## config.mk

```make
export PLATFORM = sky130hd
export DESIGN_NAME = learned_edge_transition_table_unit
export DESIGN_NICKNAME = d
export VERILOG_FILES = /design/src/rtl/letu_pkg.sv /design/src/rtl/letu_rule_mem.sv /design/src/rtl/letu_match.sv /design/src/rtl/learned_edge_transition_table_unit.sv
export SDC_FILE = /design/constraint.sdc
export NUM_CORES = 1
export LEC_CHECK = 0
export BUFFER_PORTS_ARGS = -buffer_cell sky130_fd_sc_hd__buf_2
export CORE_UTILIZATION = 56
export DETAILED_ROUTE_END_ITERATION = 10
export PLACE_DENSITY = 0.75
export SETUP_SLACK_MARGIN = 0.2
export SYNTH_ARGS = -nofsm -noshare
export SYNTH_HDL_FRONTEND = slang
export SYNTH_SLANG_ARGS = --single-unit
```

## constraint.sdc

```tcl
create_clock -name clk -period 7.5 [get_ports clk]
set_clock_uncertainty 0.15 [all_clocks]
set_input_delay 0 -clock clk [delete_from_list [all_inputs] [get_ports clk]]
set_output_delay 0 -clock clk [all_outputs]
set_load 0.005 [all_outputs]
```

## src/rtl/letu_pkg.sv

```systemverilog
`timescale 1ns / 1ps
// ----------------------------------------------------------------------------
// letu_pkg
// Shared types, codes and helpers for the learned edge transition table unit.
// ----------------------------------------------------------------------------
package letu_pkg;

  localparam int PIN_W         = 16;
  localparam int PAGE_W        = 8;
  localparam int CMD_W         = 3;
  localparam int STATUS_W      = 3;
  localparam int COUNT_W       = 5;
  localparam int TABLE_DEPTH_D = 16;

  localparam logic [PAGE_W-1:0] PAGE_NONE   = PAGE_W'(0);
  localparam logic [PAGE_W-1:0] PAGE_GLOBAL = PAGE_W'(1);

  typedef enum logic [CMD_W-1:0] {
    CMD_READ   = 3'd0,
    CMD_LEARN  = 3'd1,
    CMD_REMOVE = 3'd2,
    CMD_CLEAR  = 3'd3,
    CMD_COUNT  = 3'd4,
    CMD_SET    = 3'd5
  } cmd_t;

  typedef enum logic [STATUS_W-1:0] {
    ST_NOP       = 3'd0,
    ST_MATCH     = 3'd1,
    ST_ADDED     = 3'd2,
    ST_FULL      = 3'd3,
    ST_REMOVED   = 3'd4,
    ST_NOT_FOUND = 3'd5
  } status_t;

  // One stored rule. Edge and mask words: fall mask low, rise mask high.
  typedef struct packed {
    logic               global_rule;
    logic [PIN_W-1:0]   feedback;
    logic [2*PIN_W-1:0] in_edges;
    logic [2*PIN_W-1:0] out_masks;
  } rule_t;

  function automatic logic [2*PIN_W-1:0] pack_edges(input logic [PIN_W-1:0] before_v,
                                                    input logic [PIN_W-1:0] after_v);
    logic [PIN_W-1:0] fall;
    logic [PIN_W-1:0] rise;
    fall = before_v & ~after_v;
    rise = ~before_v & after_v;
    return {rise, fall};
  endfunction

endpackage

```

## src/rtl/letu_rule_mem.sv

```systemverilog
`timescale 1ns / 1ps
// ----------------------------------------------------------------------------
// letu_rule_mem
// Rule storage: one write port, one registered read port.
// ----------------------------------------------------------------------------
module letu_rule_mem import letu_pkg::*; #(
  parameter int TABLE_DEPTH = TABLE_DEPTH_D,
  localparam int AW = (TABLE_DEPTH > 1) ? $clog2(TABLE_DEPTH) : 1
) (
  input  logic          clk,
  input  logic          wr_en,
  input  logic [AW-1:0] wr_addr,
  input  rule_t         wr_rule,
  input  logic          rd_en,
  input  logic [AW-1:0] rd_addr,
  output rule_t         rd_rule
);

  rule_t mem [TABLE_DEPTH];

  always_ff @(posedge clk) begin
    if (wr_en) begin
      mem[wr_addr] <= wr_rule;
    end
  end

  always_ff @(posedge clk) begin
    if (rd_en) begin
      rd_rule <= mem[rd_addr];
    end
  end

endmodule

```

## src/rtl/letu_match.sv

```systemverilog
`timescale 1ns / 1ps
// ----------------------------------------------------------------------------
// letu_match
// Shared rule comparator, one slot per cycle.
// ----------------------------------------------------------------------------
module letu_match import letu_pkg::*; (
  input  logic               slot_valid,
  input  rule_t              rule,
  input  logic [2*PIN_W-1:0] key_edges,
  input  logic [PIN_W-1:0]   cur_out,
  output logic               hit
);

  // global rules ignore the feedback, local ones need it equal to the output
  assign hit = slot_valid && (rule.in_edges == key_edges) &&
               (rule.global_rule || (rule.feedback == cur_out));

endmodule

```

## src/rtl/learned_edge_transition_table_unit.sv

```systemverilog
`timescale 1ns / 1ps
// ----------------------------------------------------------------------------
// learned_edge_transition_table_unit
// Learnable edge-driven transition table with a slot-serial rule scan.
// ----------------------------------------------------------------------------
// Usage:
//   Command channel: an item is taken on a rising edge with start high and
//   busy low; command, pin_value, next_output and rule_page are sampled then.
//   Result channel: done is high for exactly one cycle with output_value,
//   status and rule_count; the receiver must take it, it cannot stall.
// Timing:
//   Read, learn (page non-zero), remove and count scan the rule store one
//   slot per cycle through its single read port and one shared comparator,
//   then pass through S_FINISH, which raises done. Clear, set output, learn
//   with page 0 and unused codes skip the scan and go straight from accept
//   to S_FINISH. busy is high from accept until done rises, so a new item
//   may be taken at the edge that ends the done cycle.
// Reset:
//   rst (synchronous) empties every slot via the valid flags and zeroes the
//   previous input and the output; rule contents need no clearing.
// ----------------------------------------------------------------------------
module learned_edge_transition_table_unit import letu_pkg::*; #(
  parameter int TABLE_DEPTH = TABLE_DEPTH_D
) (
  input  logic                clk,
  input  logic                rst,
  input  logic                start,
  output logic                busy,
  input  logic [CMD_W-1:0]    command,
  input  logic [PIN_W-1:0]    pin_value,
  input  logic [PIN_W-1:0]    next_output,
  input  logic [PAGE_W-1:0]   rule_page,
  output logic                done,
  output logic [PIN_W-1:0]    output_value,
  output logic [STATUS_W-1:0] status,
  output logic [COUNT_W-1:0]  rule_count
);

  localparam int AW = (TABLE_DEPTH > 1) ? $clog2(TABLE_DEPTH) : 1;
  localparam int CW = $clog2(TABLE_DEPTH + 1);
  localparam logic [CW-1:0] SCAN_END = CW'(TABLE_DEPTH);
  localparam logic [AW-1:0] LAST_IDX = AW'(TABLE_DEPTH - 1);

  typedef enum logic [2:0] {
    S_IDLE   = 3'b001,
    S_SCAN   = 3'b010,
    S_FINISH = 3'b100
  } state_t;

  state_t state;

  logic [CMD_W-1:0]    cmd_q;
  logic [PIN_W-1:0]    pin_q;
  logic [PIN_W-1:0]    next_q;
  logic                global_q;
  logic                rule_page_nz_q;
  logic [2*PIN_W-1:0]  edges_q;
  logic [PIN_W-1:0]    previous_input;
  logic [PIN_W-1:0]    current_output;
  logic [TABLE_DEPTH-1:0] valid;

  logic [CW-1:0]       issue_cnt;
  logic                cmp_vld;
  logic [AW-1:0]       cmp_idx;

  logic                hit_found;
  logic [AW-1:0]       hit_idx;
  rule_t               hit_rule;
  logic                free_found;
  logic [AW-1:0]       free_idx;
  logic [CW-1:0]       count_q;

  status_t             status_q;
  logic [COUNT_W-1:0]  rule_count_q;

  logic                accept;
  logic                issuing;
  logic                needs_scan;
  logic                hit;
  rule_t               rd_rule;
  logic                wr_en;
  rule_t               wr_rule;
  logic [PIN_W-1:0]    fire_out;

  assign accept  = start && (state == S_IDLE);
  assign busy    = (state != S_IDLE);
  assign issuing = (state == S_SCAN) && (issue_cnt != SCAN_END);

  always_comb begin
    unique case (command)
      CMD_READ, CMD_REMOVE, CMD_COUNT: needs_scan = 1'b1;
      CMD_LEARN:                       needs_scan = (rule_page != PAGE_NONE);
      default:                         needs_scan = 1'b0;
    endcase
  end

  letu_rule_mem #(.TABLE_DEPTH(TABLE_DEPTH)) u_mem (
    .clk     (clk),
    .wr_en   (wr_en),
    .wr_addr (free_idx),
    .wr_rule (wr_rule),
    .rd_en   (issuing),
    .rd_addr (issue_cnt[AW-1:0]),
    .rd_rule (rd_rule)
  );

  letu_match u_match (
    .slot_valid (valid[cmp_idx]),
    .rule       (rd_rule),
    .key_edges  (edges_q),
    .cur_out    (current_output),
    .hit        (hit)
  );

  // learn writes only when the scan found no duplicate and a free slot
  assign wr_en = (state == S_FINISH) && (cmd_q == CMD_LEARN) && (rule_page_nz_q) &&
                 !hit_found && free_found;

  always_comb begin
    wr_rule.global_rule = global_q;
    wr_rule.feedback    = current_output;
    wr_rule.in_edges    = edges_q;
    wr_rule.out_masks   = pack_edges(current_output, next_q);
  end

  assign fire_out = (hit_rule.feedback | hit_rule.out_masks[2*PIN_W-1:PIN_W]) &
                    ~hit_rule.out_masks[PIN_W-1:0];

  always_ff @(posedge clk) begin
    if (accept) begin
      cmd_q          <= command;
      pin_q          <= pin_value;
      next_q         <= next_output;
      global_q       <= (rule_page == PAGE_GLOBAL);
      rule_page_nz_q <= (rule_page != PAGE_NONE);
      edges_q        <= pack_edges(previous_input, pin_value);
    end
    if (cmp_vld && hit && !hit_found) begin
      hit_idx  <= cmp_idx;
      hit_rule <= rd_rule;
    end
    if (cmp_vld && !valid[cmp_idx] && !free_found) begin
      free_idx <= cmp_idx;
    end
  end

  always_ff @(posedge clk) begin
    if (rst) begin
      state          <= S_IDLE;
      previous_input <= '0;
      current_output <= '0;
      valid          <= '0;
      issue_cnt      <= '0;
      cmp_vld        <= 1'b0;
      cmp_idx        <= '0;
      hit_found      <= 1'b0;
      free_found     <= 1'b0;
      count_q        <= '0;
      done           <= 1'b0;
      status_q       <= ST_NOP;
      rule_count_q   <= '0;
    end else begin
      done    <= 1'b0;
      cmp_vld <= issuing;
      cmp_idx <= issue_cnt[AW-1:0];
      if (issuing) begin
        issue_cnt <= issue_cnt + CW'(1);
      end
      if (cmp_vld) begin
        if (hit) begin
          hit_found <= 1'b1;
        end
        if (!valid[cmp_idx]) begin
          free_found <= 1'b1;
        end
        count_q <= count_q + CW'(valid[cmp_idx]);
      end

      unique case (state)
        S_IDLE: begin
          if (accept) begin
            issue_cnt  <= '0;
            hit_found  <= 1'b0;
            free_found <= 1'b0;
            count_q    <= '0;
            state      <= needs_scan ? S_SCAN : S_FINISH;
          end
        end
        S_SCAN: begin
          if (cmp_vld && (cmp_idx == LAST_IDX)) begin
            state <= S_FINISH;
          end
        end
        S_FINISH: begin
          state        <= S_IDLE;
          done         <= 1'b1;
          status_q     <= ST_NOP;
          rule_count_q <= '0;
          unique case (cmd_q)
            CMD_READ: begin
              previous_input <= pin_q;
              if (hit_found) begin
                current_output <= fire_out;
                status_q       <= ST_MATCH;
              end
            end
            CMD_LEARN: begin
              if (rule_page_nz_q) begin
                if (hit_found) begin
                  status_q <= ST_MATCH;
                end else if (free_found) begin
                  valid[free_idx] <= 1'b1;
                  status_q        <= ST_ADDED;
                end else begin
                  status_q <= ST_FULL;
                end
              end
            end
            CMD_REMOVE: begin
              if (hit_found) begin
                valid[hit_idx] <= 1'b0;
                status_q       <= ST_REMOVED;
              end else begin
                status_q <= ST_NOT_FOUND;
              end
            end
            CMD_CLEAR: begin
              valid          <= '0;
              current_output <= '0;
            end
            CMD_COUNT: begin
              rule_count_q <= COUNT_W'(count_q);
            end
            CMD_SET: begin
              current_output <= next_q;
            end
            default: begin
            end
          endcase
        end
        default: begin
          state <= S_IDLE;
        end
      endcase
    end
  end

  assign output_value = current_output;
  assign status       = status_q;
  assign rule_count   = rule_count_q;

endmodule
```

==> flow_summary.json <==
{
  "swShare_pct": 19.57,
  "setup_viol": 0,
  "layout_common_cells": "edfxtp_1 (1502), mux4_2 (409), clkbuf_16 (157), nor2_1 (90), dlygate4sd3_1 (81)",
  "worst_pin_slew_ns": 1.313,
  "drcViolationCount": 0,
  "mappedNetlistArea_um2": 59360,
  "start_util_pct": 56.47,
  "grt_pass1_wl_um": 202000,
  "tns_ns": 0,
  "min_period_over_period_pct": 57.15,
  "min_to": "edges_q[2]$_DFFE_PP_",
  "p_per_area_nw_per_um2": 261.1,
  "rrSetupSlack_ns": 3.21,
  "ant_nets": 0,
  "clock-sinks": 1579,
  "die-area_um2": 107300,
  "drive_gt1_share_pct": 26.57,
  "cap_violations": 0,
  "whs_path_depth": 3,
  "drt_iter0_drc": 3740,
  "antenna_found_initial": 2,
  "grt_overflow": 0,
  "dp_hpwl_um": 68140,
  "core_area_um2": 105100,
  "end_kind": "register",
  "clkSlewWorstSetupHoldPaths_ns": 0.06,
  "layout_min_cycle_time_ns": 4.286,
  "critical_path_class": "reg -> reg",
  "synth.yosys.seq_area_share_pct": 78.58,
  "synth_fp_nets": 2664,
  "slew_headroom_pct": 12.43,
  "drt-total-wl_um": 137900,
  "reg2reg_from": "cmd_q[0]$_DFFE_PP_",
  "seq_power_share_pct": 55.5,
  "drt-vias-per-instance": 6.523,
  "async_flop_share_pct": 0,
  "synthCells": 2614,
  "hold_viol_final": 0,
  "synth_edf_count": 1502,
  "grt_usage_pct": 26.36,
  "ys_ff_latch": 1579,
  "startpoint_type": "register",
  "antenna_cells": 0,
  "gp_congestion": 0.8305,
  "drt_pass1_iterations": 9,
  "cts_tree": "yes",
  "port_buffers": 71,
  "num_rows": 119,
  "crit_path_start": "cmd_q[0]$_DFFE_PP_",
  "p_leak_nw": 20.42,
  "vias": 28420,
  "rsz0062_at_grt": "false",
  "fin_cells": 4357,
  "p_comb_share_pct": 1.4,
  "reg2reg_to": "u_mem.mem[12][30]$_DFFE_PP_",
  "synth_flop_cell": "edfxtp_1",
  "htreeDepth": 4,
  "r2r_cells": 6,
  "clock_path_buffers": 3,
  "max_freq_mhz": 233.3,
  "finalMaxSlewViolations": 0,
  "clock_power_share_pct": 43.1,
  "p_sw_mw": 3.433,
  "cts_buffers": 150,
  "grt_max_degree": 173,
  "status": "finished, final reports clean",
  "cts_resized": 0,
  "clk_latency_ns": 0.75,
  "cp_max_fo": 41,
  "dp_cells": 4001,
  "grt_pass1_vias": 29550,
  "fp.dieW_um": 327.6,
  "yosysWarnings": 0,
  "ios": 72,
  "avgRoutedWirePerCell_um": 31.65,
  "p_int_mw": 14.11,
  "die_h_um": 327.6,
  "cp_data_required_time_ns": 7.71,
  "hold_class": "in -> reg",
  "arrival_ns": 4.50,
  "area_growth_pct": 13.20,
  "synth_cell_types": 50,
  "min-delay-start": "pin_value[2]",
  "cts-root-buf": "clkbuf_16",
  "fin_nets": 2893,
  "vdd_ir_drop_max_uv": 223.2,
  "final_common_cell": "edfxtp_1",
  "syn_avg_cell_area_um2": 22.71
}
routing by layer:
metal	vias up	routed length (um)	global-route usage (%)
met3	252	12080	4.143
met1	15030	50540	35.57
met2	1780	71610	44.66
met5	-	0	0
li1	11360	-	-
met4	0	3650	8.289
worst max-delay path, stage by stage, from the launching register on:
cell and delay (ns):
edfxtp_1 0.78, nor4bb_1 0.42, and2_1 0.26, nand4_1 0.48, nor3_4 0.27, buf_4 0.69, buf_4 0.75
Yosys cell counts, drive strengths merged, types with 2 or more instances:
cell    instances  area [um2]
mux4          409        9211
ha              4       50.05
clkbuf         62       234.0
a22oi          20       150.1
or3b            3       26.28
mux2i           5       50.05
inv             9       33.78
buf            72       417.9
nor3           38       195.2
nand3           6       30.03
nand4          18       112.6
xor2           25       219.0
edfxtp       1502       45100
nand2          46       172.7
nor4            8       50.05
o21a            2       15.01
nor2          103       386.6
and3b           2       17.52
dfxtp          77        1541
a21oi          39       195.2
o22ai           2       12.51
xnor2          30       262.8
o21ai          19       95.09
nand2b          9       56.30
nor3b           3       27.52
o31ai           2       15.01
nor2b          68       425.4
a211oi         16       120.1
and2            3       18.77
cell families after synthesis:
| family | share of synthesized area [%] |
|---|---|
| mux | 15.60 |
| xor+xnor | 0.8115 |
| compound gates | 1.123 |
| fa+ha+maj | 0.08432 |
| flops | 78.58 |
| simple gates | 2.643 |
| buf+inv | 1.155 |
power groups by stage:
stage                     sequential (mW)  combinational, mW  clock [mW]
after global placement               9.92              0.201           0
after detailed placement             9.93              0.208           0
after floorplan                      9.89              0.118           0
final                                9.74              0.246        7.55
after CTS                            9.74              0.245        7.63
after global routing                 9.75              0.261        7.96
how the worst max path moves through the flow:
| stage | to | slack [ns] | depth (start not counted) |
|---|---|---|---|
| floorplan | hit_idx[0]$_DFFE_PP_ | 1.97 | 5 |
| detailed placement | u_mem.mem[8][14]$_DFFE_PP_ | 3.35 | 5 |
| global route | u_mem.mem[12][28]$_DFFE_PP_ | 3.01 | 6 |
| global placement | u_mem.mem[12][30]$_DFFE_PP_ | 3.36 | 6 |
| finish | u_mem.mem[12][30]$_DFFE_PP_ | 3.21 | 6 |
| CTS | u_mem.mem[8][8]$_DFFE_PP_ | 3.26 | 5 |
through the flow:
step | total power, mW | cell area, um2 | util (%) | setup WS, ns | hold slack (ns)
after detailed placement | 10.14 | 61480 | 58.48 | 3.355 | 0.02967
after global placement | 10.12 | 61480 | 58.48 | 3.355 | 0.02694
after CTS | 17.62 | 67200 | 63.93 | 3.260 | 0.0009303
after global routing | 17.96 | 67200 | 63.93 | 3.007 | 0.04680
final | 17.54 | 67200 | 63.93 | 3.214 | 0.04455
after floorplan | 10.01 | 59380 | - | 1.973 | -0.05113
sequential cells by signal (all words and copies together) (netlist names), 32 cells and up:
name and cells:
edges_q 32, u_mem.rd_rule 81, hit_rule 48, u_mem.mem 1296
what timing repair did:
action / 4_1_cts / 5_1_grt
hold buffers: 81 / 0
hold endpoints to repair: 143 / 0
setup buffers: 0 / 0
cell type report:
| cell class | count | area, um2 |
|---|---|---|
| clock buffers | 200 | 4160 |
| clock inverters | 75 | 749.5 |
| fillers | 6606 | 37920 |
| inverters | 9 | 33.78 |
| multi-input cells | 892 | 12210 |
| flip-flops and latches | 1579 | 46660 |
| well taps | 1391 | 1740 |
| repair buffers | 211 | 1647 |
(Power assumes the default switching activity.)
